==> config.mk <==
export PLATFORM = sky130hd
export DESIGN_NAME = rvn_ctrl
export DESIGN_NICKNAME = d
export VERILOG_FILES = /design/src/rtl/rvn_pkg.sv /design/src/rtl/rvn_ctrl.sv
export SDC_FILE = /design/constraint.sdc
export NUM_CORES = 1
export LEC_CHECK = 0
export ABC_AREA = 0
export BUFFER_PORTS_ARGS = -buffer_cell sky130_fd_sc_hd__buf_2
export CORE_MARGIN = 5
export CORE_UTILIZATION = 50
export CTS_CLUSTER_DIAMETER = 50
export DETAILED_ROUTE_END_ITERATION = 8
export PLACE_DENSITY = 0.77
export SLEW_MARGIN = 20
export SYNTH_ARGS = -nofsm -noshare
export SYNTH_HDL_FRONTEND = slang
export SYNTH_SLANG_ARGS = --single-unit
export TNS_END_PERCENT = 30
==> constraint.sdc <==
create_clock -name clock -period 2 [get_ports clock]
set_input_delay 0.1 -clock clock [delete_from_list [all_inputs] [get_ports clock]]
set_output_delay 0.1 -clock clock [all_outputs]
set_load 0.01 [all_outputs]
==> src/rtl/rvn_pkg.sv <==
`default_nettype none

package rvn_pkg;

   // Word field widths.
   localparam int DATA_W = 16;
   localparam int EPS_W  = 24;

   // Datapath widths: sum of squares Q13.24, mean square with epsilon,
   // divider dividend (2^64 needs 65 bits), radicand and reciprocal root.
   localparam int SUM_W  = 37;
   localparam int SQ_W   = 31;
   localparam int MEAN_W = 38;
   localparam int DIV_W  = 65;
   localparam int RAD_W  = 64;
   localparam int INV_W  = 32;
   localparam int PROD_W = 32;
   localparam int BIG_W  = 63;

   // Iteration counts of the serial divider and square root units.
   localparam int DIV_STEPS  = 65;
   localparam int SQRT_STEPS = 32;
   localparam int ITER_W     = 7;

   // Configuration register file.
   localparam int                 CSR_ADDR_W = 3;
   localparam logic               REG_EPS    = 1'b0;
   localparam logic [EPS_W-1:0]   EPS_RESET  = 24'd168;

   typedef struct packed {
      logic take;
      logic div_load_mean;
      logic div_load_recip;
      logic div_step;
      logic mean_load;
      logic sqrt_load;
      logic sqrt_step;
      logic inv_load;
      logic inv_ones;
      logic rd_issue;
      logic mul_step;
      logic prod_step;
      logic out_load;
      logic idx_next;
      logic vec_clear;
   } rvn_cmd_type;

   typedef struct packed {
      logic ends_vec;
      logic mean_small;
      logic elem_last;
   } rvn_stat_type;

endpackage

`default_nettype wire

==> src/rtl/rvn_ctrl.sv <==
`default_nettype none

module rvn_ctrl import rvn_pkg::*; (
   input  logic         clock,
   input  logic         reset,
   input  logic         req_valid,
   output logic         req_ready,
   output logic         rsp_valid,
   input  logic         rsp_ready,
   input  rvn_stat_type stat,
   output rvn_cmd_type  cmd
);

   localparam logic [3:0] ST_ACC   = 4'd0;
   localparam logic [3:0] ST_FLUSH = 4'd1;
   localparam logic [3:0] ST_DLD   = 4'd2;
   localparam logic [3:0] ST_DIV1  = 4'd3;
   localparam logic [3:0] ST_MEAN  = 4'd4;
   localparam logic [3:0] ST_CHK   = 4'd5;
   localparam logic [3:0] ST_DIV2  = 4'd6;
   localparam logic [3:0] ST_SQLD  = 4'd7;
   localparam logic [3:0] ST_SQRT  = 4'd8;
   localparam logic [3:0] ST_INV   = 4'd9;
   localparam logic [3:0] ST_RD    = 4'd10;
   localparam logic [3:0] ST_MUL   = 4'd11;
   localparam logic [3:0] ST_PROD  = 4'd12;
   localparam logic [3:0] ST_OUT   = 4'd13;
   localparam logic [3:0] ST_WAIT  = 4'd14;

   logic [3:0]        state_ff, state_in;
   logic [ITER_W-1:0] iter_ff, iter_in;
   logic              iter_done;

   assign iter_done = (iter_ff == '0);

   always_comb begin
      state_in  = state_ff;
      iter_in   = iter_ff;
      cmd       = '0;
      req_ready = 1'b0;
      rsp_valid = 1'b0;
      case (state_ff)
         ST_ACC: begin
            req_ready = 1'b1;
            if (req_valid) begin
               cmd.take = 1'b1;
               if (stat.ends_vec) begin
                  state_in = ST_FLUSH;
               end
            end
         end
         ST_FLUSH: begin
            state_in = ST_DLD;
         end
         ST_DLD: begin
            cmd.div_load_mean = 1'b1;
            iter_in           = ITER_W'(DIV_STEPS - 1);
            state_in          = ST_DIV1;
         end
         ST_DIV1: begin
            cmd.div_step = 1'b1;
            iter_in      = iter_ff - ITER_W'(1);
            if (iter_done) begin
               state_in = ST_MEAN;
            end
         end
         ST_MEAN: begin
            cmd.mean_load = 1'b1;
            state_in      = ST_CHK;
         end
         ST_CHK: begin
            if (stat.mean_small) begin
               cmd.inv_ones = 1'b1;
               state_in     = ST_RD;
            end else begin
               cmd.div_load_recip = 1'b1;
               iter_in            = ITER_W'(DIV_STEPS - 1);
               state_in           = ST_DIV2;
            end
         end
         ST_DIV2: begin
            cmd.div_step = 1'b1;
            iter_in      = iter_ff - ITER_W'(1);
            if (iter_done) begin
               state_in = ST_SQLD;
            end
         end
         ST_SQLD: begin
            cmd.sqrt_load = 1'b1;
            iter_in       = ITER_W'(SQRT_STEPS - 1);
            state_in      = ST_SQRT;
         end
         ST_SQRT: begin
            cmd.sqrt_step = 1'b1;
            iter_in       = iter_ff - ITER_W'(1);
            if (iter_done) begin
               state_in = ST_INV;
            end
         end
         ST_INV: begin
            cmd.inv_load = 1'b1;
            state_in     = ST_RD;
         end
         ST_RD: begin
            cmd.rd_issue = 1'b1;
            state_in     = ST_MUL;
         end
         ST_MUL: begin
            cmd.mul_step = 1'b1;
            state_in     = ST_PROD;
         end
         ST_PROD: begin
            cmd.prod_step = 1'b1;
            state_in      = ST_OUT;
         end
         ST_OUT: begin
            cmd.out_load = 1'b1;
            state_in     = ST_WAIT;
         end
         ST_WAIT: begin
            rsp_valid = 1'b1;
            if (rsp_ready) begin
               if (stat.elem_last) begin
                  cmd.vec_clear = 1'b1;
                  state_in      = ST_ACC;
               end else begin
                  cmd.idx_next = 1'b1;
                  state_in     = ST_RD;
               end
            end
         end
         default: begin
            state_in = ST_ACC;
         end
      endcase
   end

   always_ff @(posedge clock) begin
      if (reset) begin
         state_ff <= ST_ACC;
         iter_ff  <= '0;
      end else begin
         state_ff <= state_in;
         iter_ff  <= iter_in;
      end
   end

   a_no_overlap: assert property (@(posedge clock) disable iff (reset)
      !(req_ready && rsp_valid))
      else $error("input and result sides active together");

   a_end_starts_math: assert property (@(posedge clock) disable iff (reset)
      (state_ff == ST_ACC && req_valid && stat.ends_vec) |=> (state_ff == ST_FLUSH))
      else $error("vector end did not start the normalization");

   a_last_returns: assert property (@(posedge clock) disable iff (reset)
      (state_ff == ST_WAIT && rsp_ready && stat.elem_last) |=> req_ready)
      else $error("block did not return to accumulation after last result");

endmodule

`default_nettype wire
==> results by stage <==
Status:
- The run finished with clean final reports.

Setup path:
- The capture instance of the worst register-to-register path is state_ff[1]$_SDFFE_PP0P_.
- The critical path is of the reg -> out type.
- In this run the critical register-to-register path is launched from state_ff[2]$_SDFFE_PP0P_.
- The capture point of the critical path is cmd[9].
- The capturing element type of the critical path is a primary output.
- The largest driver fanout on the critical path is 7.
- STA classifies the critical path startpoint as a flip-flop.
- The depth of the most critical reg-to-reg path is 5.
- The arrival time at the worst endpoint is 1.75 ns.
- The register-to-register setup slack is around 0.17 ns.
- Data on the critical path is required at its endpoint by 1.90 ns.
- The most critical setup path has its startpoint at state_ff[2]$_SDFFE_PP0P_.

Detailed routing:
- The detailed-router iteration count before antenna repair is 4.
- After detailed routing, the number of remaining DRC violations is 0.
- Detailed routing inserted a total of about 880 vias.
- The final routed wire length divided by cell count is ~14 um.
- The count of routing violations after the opening detailed-route iteration is 33.
- Wires add up to 2050 um.
- Using the TritonRoute via totals, the vias-per-cell ratio works out to 5.94.
- The antenna violation net count after detailed routing is 0.

CTS:
- Clock-pin slew was measured on the worst setup and hold paths at 0.08 ns.
- The clock tree from TritonCTS is built.
- CTS placed an instance of sky130_fd_sc_hd__clkbuf_4 at the clock tree root.
- Clock latency on the worst-skew pair, taken at its later pin, is approximately 0.28 ns.
- The cts-stage hold buffer count is 0.
- The TritonCTS buffer count is 3.
- The clock net in this run drives a total of 11 sinks.
- The number of H-tree levels is 1.
- In this run the deepest clock path goes through 2 buffers.

Power:
- The switching power of the nets is 478 uW.
- The share of total power dissipated in combinational logic is 0.557.
- In this run the power density over the cells is ~1100 nW/um2.
- The worst-case IR drop observed on VDD is around 0.67 mV.
- The leakage power figure is around 0.00045 uW.
- The switching power as a share of total power is 0.430.
- The total power is ~1100 uW.
- The share of total power dissipated in sequential elements is 0.299.
- The internal power of the cells is 634 uW.
- The share of total power dissipated in the clock network is 0.144.

Timing:
- For the final routed database, the setup TNS stands at 0 ns.
- The post-route fraction of the period consumed by the critical path is 0.927.
- The number of max-slew violations in the final report is 0.
- The maximum clock frequency is 0.539 GHz.
- The tightest hold path in the finished design has a slack of ~0.16 ns.
- Counting I/O delays and the setup requirement, the final critical path takes 1.85 ns.
- In the post-route analysis, the smallest setup slack over all paths is 0.145 ns.
- Setup repair after global routing left no endpoint under its margin.
- The count of endpoints failing setup in the final report is 0.
- The clock arrives with 0.00427 ns of skew.
- At the pin with the least slew margin, the transition time is 0.572 ns.
- The final count of hold timing violations is 0.
- In this run the tightest slew margin relative to its limit is 0.618.

Logic synthesis:
- The per-instance average area after synthesis is ~7.8 um2.
- The register bit total from synthesis is 11.
- The cell count after synthesis came out at around 110.
- Yosys printed 0 warnings.
- In this run the cell area of the synthesized design comes to 822 um2.
- The share of the Yosys chip area taken by registers is 0.268.
- The post-synth net total is 115.
- Yosys mapped the design onto 39 distinct sky130hd cell types.

Floorplan:
- 24 I/O pins were placed.
- The horizontal die dimension is 50.5 um.
- The die covers 2550 um2.
- The floorplan step defined a core boundary enclosing 1540 um2.
- The cell row count is 14.
- From bottom edge to top edge, the die measures around 50 um.
- The starting density of the core is 0.533.

Cells and area:
- The layout has 147 filler cells.
- Once layout is complete, the utilization of the core stands at 0.640.
- The total inserted antenna cells is 0.
- The fraction of final layout cells sized beyond drive strength 1 is 0.288.
- The layout-stage area growth over the synthesis result is 20.1%.
- After the last flow step, the layout net total stands at 142.

Placed design:
- At the placement stage, the worst setup path has a slack of 0.138 ns.
- The global placer's final weighted congestion is approximately 0.85.
- During placement, the flow inserted port buffers numbering 23.
- Once detailed placement completed, the half-perimeter wirelength came to 1570 um.

GRT:
- For this run, the total global-route usage over all layers was measured as 0.163.
- The number of antenna violations at the first check in global routing was 0.
- The via count of the first global-routing pass is 744.
- After global routing the overflow that remains totals 0.
- The first global-routing pass estimated 3350 um of wire.
- Entering global routing, the biggest net connects 15 pins.

Min path:
- The worst hold path belongs to the class in -> reg.
- The worst hold path was traced through 2 stages.

Flow run:
- The number of violations of the max-capacitance limit is 0.
sequential cells by signal (all words and copies together) (netlist names):
register	flops
state_ff	4
iter_ff	7
power by group through the flow:
stage / clock [uW] / sequential (uW) / combinational (uW)
after floorplan: 0 / 326 / 460
after global placement: 0 / 333 / 603
after detailed placement: 0 / 334 / 615
after CTS: 162 / 330 / 617
after global routing: 173 / 337 / 688
final: 160 / 333 / 619
metrics by stage:
step / area, um2 / std cells
after floorplan: 822 / 106
after global placement: 960 / 144
after detailed placement: 960 / 144
after CTS: 986 / 148
after global routing: 987 / 148
final: 987 / 148
cell usage after synthesis:
cell type | count | area share
sky130_fd_sc_hd__or3b_1 | 1 | 0.011
sky130_fd_sc_hd__mux2_2 | 1 | 0.014
sky130_fd_sc_hd__o21a_1 | 1 | 0.0091
sky130_fd_sc_hd__nand3_1 | 4 | 0.024
sky130_fd_sc_hd__a22oi_1 | 4 | 0.037
sky130_fd_sc_hd__a31o_2 | 1 | 0.011
sky130_fd_sc_hd__or4b_1 | 1 | 0.012
sky130_fd_sc_hd__a311oi_1 | 4 | 0.043
sky130_fd_sc_hd__nor3_1 | 9 | 0.055
sky130_fd_sc_hd__or3b_2 | 1 | 0.011
sky130_fd_sc_hd__a31oi_1 | 2 | 0.015
sky130_fd_sc_hd__buf_2 | 1 | 0.0061
sky130_fd_sc_hd__nor2b_1 | 2 | 0.015
sky130_fd_sc_hd__o21bai_1 | 1 | 0.0091
sky130_fd_sc_hd__and3b_1 | 1 | 0.011
sky130_fd_sc_hd__nor4_1 | 2 | 0.015
sky130_fd_sc_hd__nor4b_1 | 1 | 0.011
sky130_fd_sc_hd__a221oi_1 | 1 | 0.011
sky130_fd_sc_hd__nor2_1 | 14 | 0.064
sky130_fd_sc_hd__nor3b_1 | 1 | 0.0091
sky130_fd_sc_hd__o2bb2ai_1 | 1 | 0.011
sky130_fd_sc_hd__buf_6 | 2 | 0.027
sky130_fd_sc_hd__a211oi_1 | 5 | 0.046
sky130_fd_sc_hd__ha_1 | 2 | 0.030
sky130_fd_sc_hd__dfxtp_1 | 11 | 0.27
sky130_fd_sc_hd__xnor2_1 | 1 | 0.011
sky130_fd_sc_hd__clkbuf_1 | 4 | 0.018
sky130_fd_sc_hd__o2111a_1 | 1 | 0.014
sky130_fd_sc_hd__nand2_1 | 4 | 0.018
sky130_fd_sc_hd__o21ai_4 | 1 | 0.020
sky130_fd_sc_hd__o22ai_1 | 2 | 0.015
sky130_fd_sc_hd__inv_1 | 5 | 0.023
sky130_fd_sc_hd__or2_2 | 1 | 0.0076
sky130_fd_sc_hd__nand4b_1 | 1 | 0.011
sky130_fd_sc_hd__and3_1 | 1 | 0.0076
sky130_fd_sc_hd__a21oi_1 | 1 | 0.0061
sky130_fd_sc_hd__or3_1 | 2 | 0.015
sky130_fd_sc_hd__nand2b_1 | 7 | 0.053
sky130_fd_sc_hd__and2_1 | 1 | 0.0076
cell type report:
class                      count  area, um2  area share
sequential                    11        221       0.224
clock buffer                   4       26.3      0.0266
inverter                       5       18.8      0.0190
multi-input combinational     83        541       0.548
timing repair buffer          29        160       0.162
tap                           16       20.0      0.0203
cells by family (layout without fill, tap and decap cells):
logic type	count (synthesis)	count (layout)	share of synthesized area
simple gates	54	54	0.358
compound gates	25	25	0.245
buf+inv	12	38	0.0746
flops	11	11	0.268
fa+ha+maj	2	2	0.0304
xor+xnor	1	1	0.0107
mux	1	1	0.0137
critical path, stage by stage, from the launching register on:
cell and delay, ns:
sky130_fd_sc_hd__dfxtp_1 0.42, sky130_fd_sc_hd__buf_4 0.18, sky130_fd_sc_hd__nand2_1 0.13, sky130_fd_sc_hd__or2_2 0.36, sky130_fd_sc_hd__inv_1 0.20, sky130_fd_sc_hd__buf_2 0.18
how the worst min path moves through the flow:
stage | startpoint | end | slack (ns)
floorplan | stat[0] | cmd[1] | 0.25
global placement | reset | iter_ff[5]$_SDFFE_PP0P_ | 0.45
detailed placement | reset | iter_ff[5]$_SDFFE_PP0P_ | 0.45
CTS | reset | state_ff[3]$_SDFFE_PP0P_ | 0.16
global route | reset | state_ff[3]$_SDFFE_PP0P_ | 0.17
finish | reset | state_ff[3]$_SDFFE_PP0P_ | 0.16
per-layer routing:
metal	routed length, um	global-route usage	vias up
met4	15	0.0213	0
met3	149	0.0651	3
li1	-	-	446
met1	994	0.237	391
met2	886	0.229	39
met5	0	0	-
what timing repair did:
action,in CTS,in global routing
gates resized for setup,0,1
endpoints found under the setup margin,0,1
buffers inserted,0,0
hold endpoints to repair,0,0
cell usage in the layout, fill, tap and decap left out, types with 2 or more instances in the layout:
cell type	instances
sky130_fd_sc_hd__clkbuf_4	3
sky130_fd_sc_hd__nor2b_1	2
sky130_fd_sc_hd__buf_2	23
sky130_fd_sc_hd__nor3_1	9
sky130_fd_sc_hd__o22ai_1	2
sky130_fd_sc_hd__or3_1	2
sky130_fd_sc_hd__nand2b_1	7
sky130_fd_sc_hd__a211oi_1	5
sky130_fd_sc_hd__buf_4	6
sky130_fd_sc_hd__a22oi_1	4
sky130_fd_sc_hd__nor2_1	14
sky130_fd_sc_hd__ha_1	2
sky130_fd_sc_hd__a31oi_1	2
sky130_fd_sc_hd__dfxtp_1	10
sky130_fd_sc_hd__nand2_1	4
sky130_fd_sc_hd__nor4_1	2
sky130_fd_sc_hd__nand3_1	4
sky130_fd_sc_hd__inv_1	5
sky130_fd_sc_hd__a311oi_1	4
Note: power is estimated with default switching activity, not from simulation.
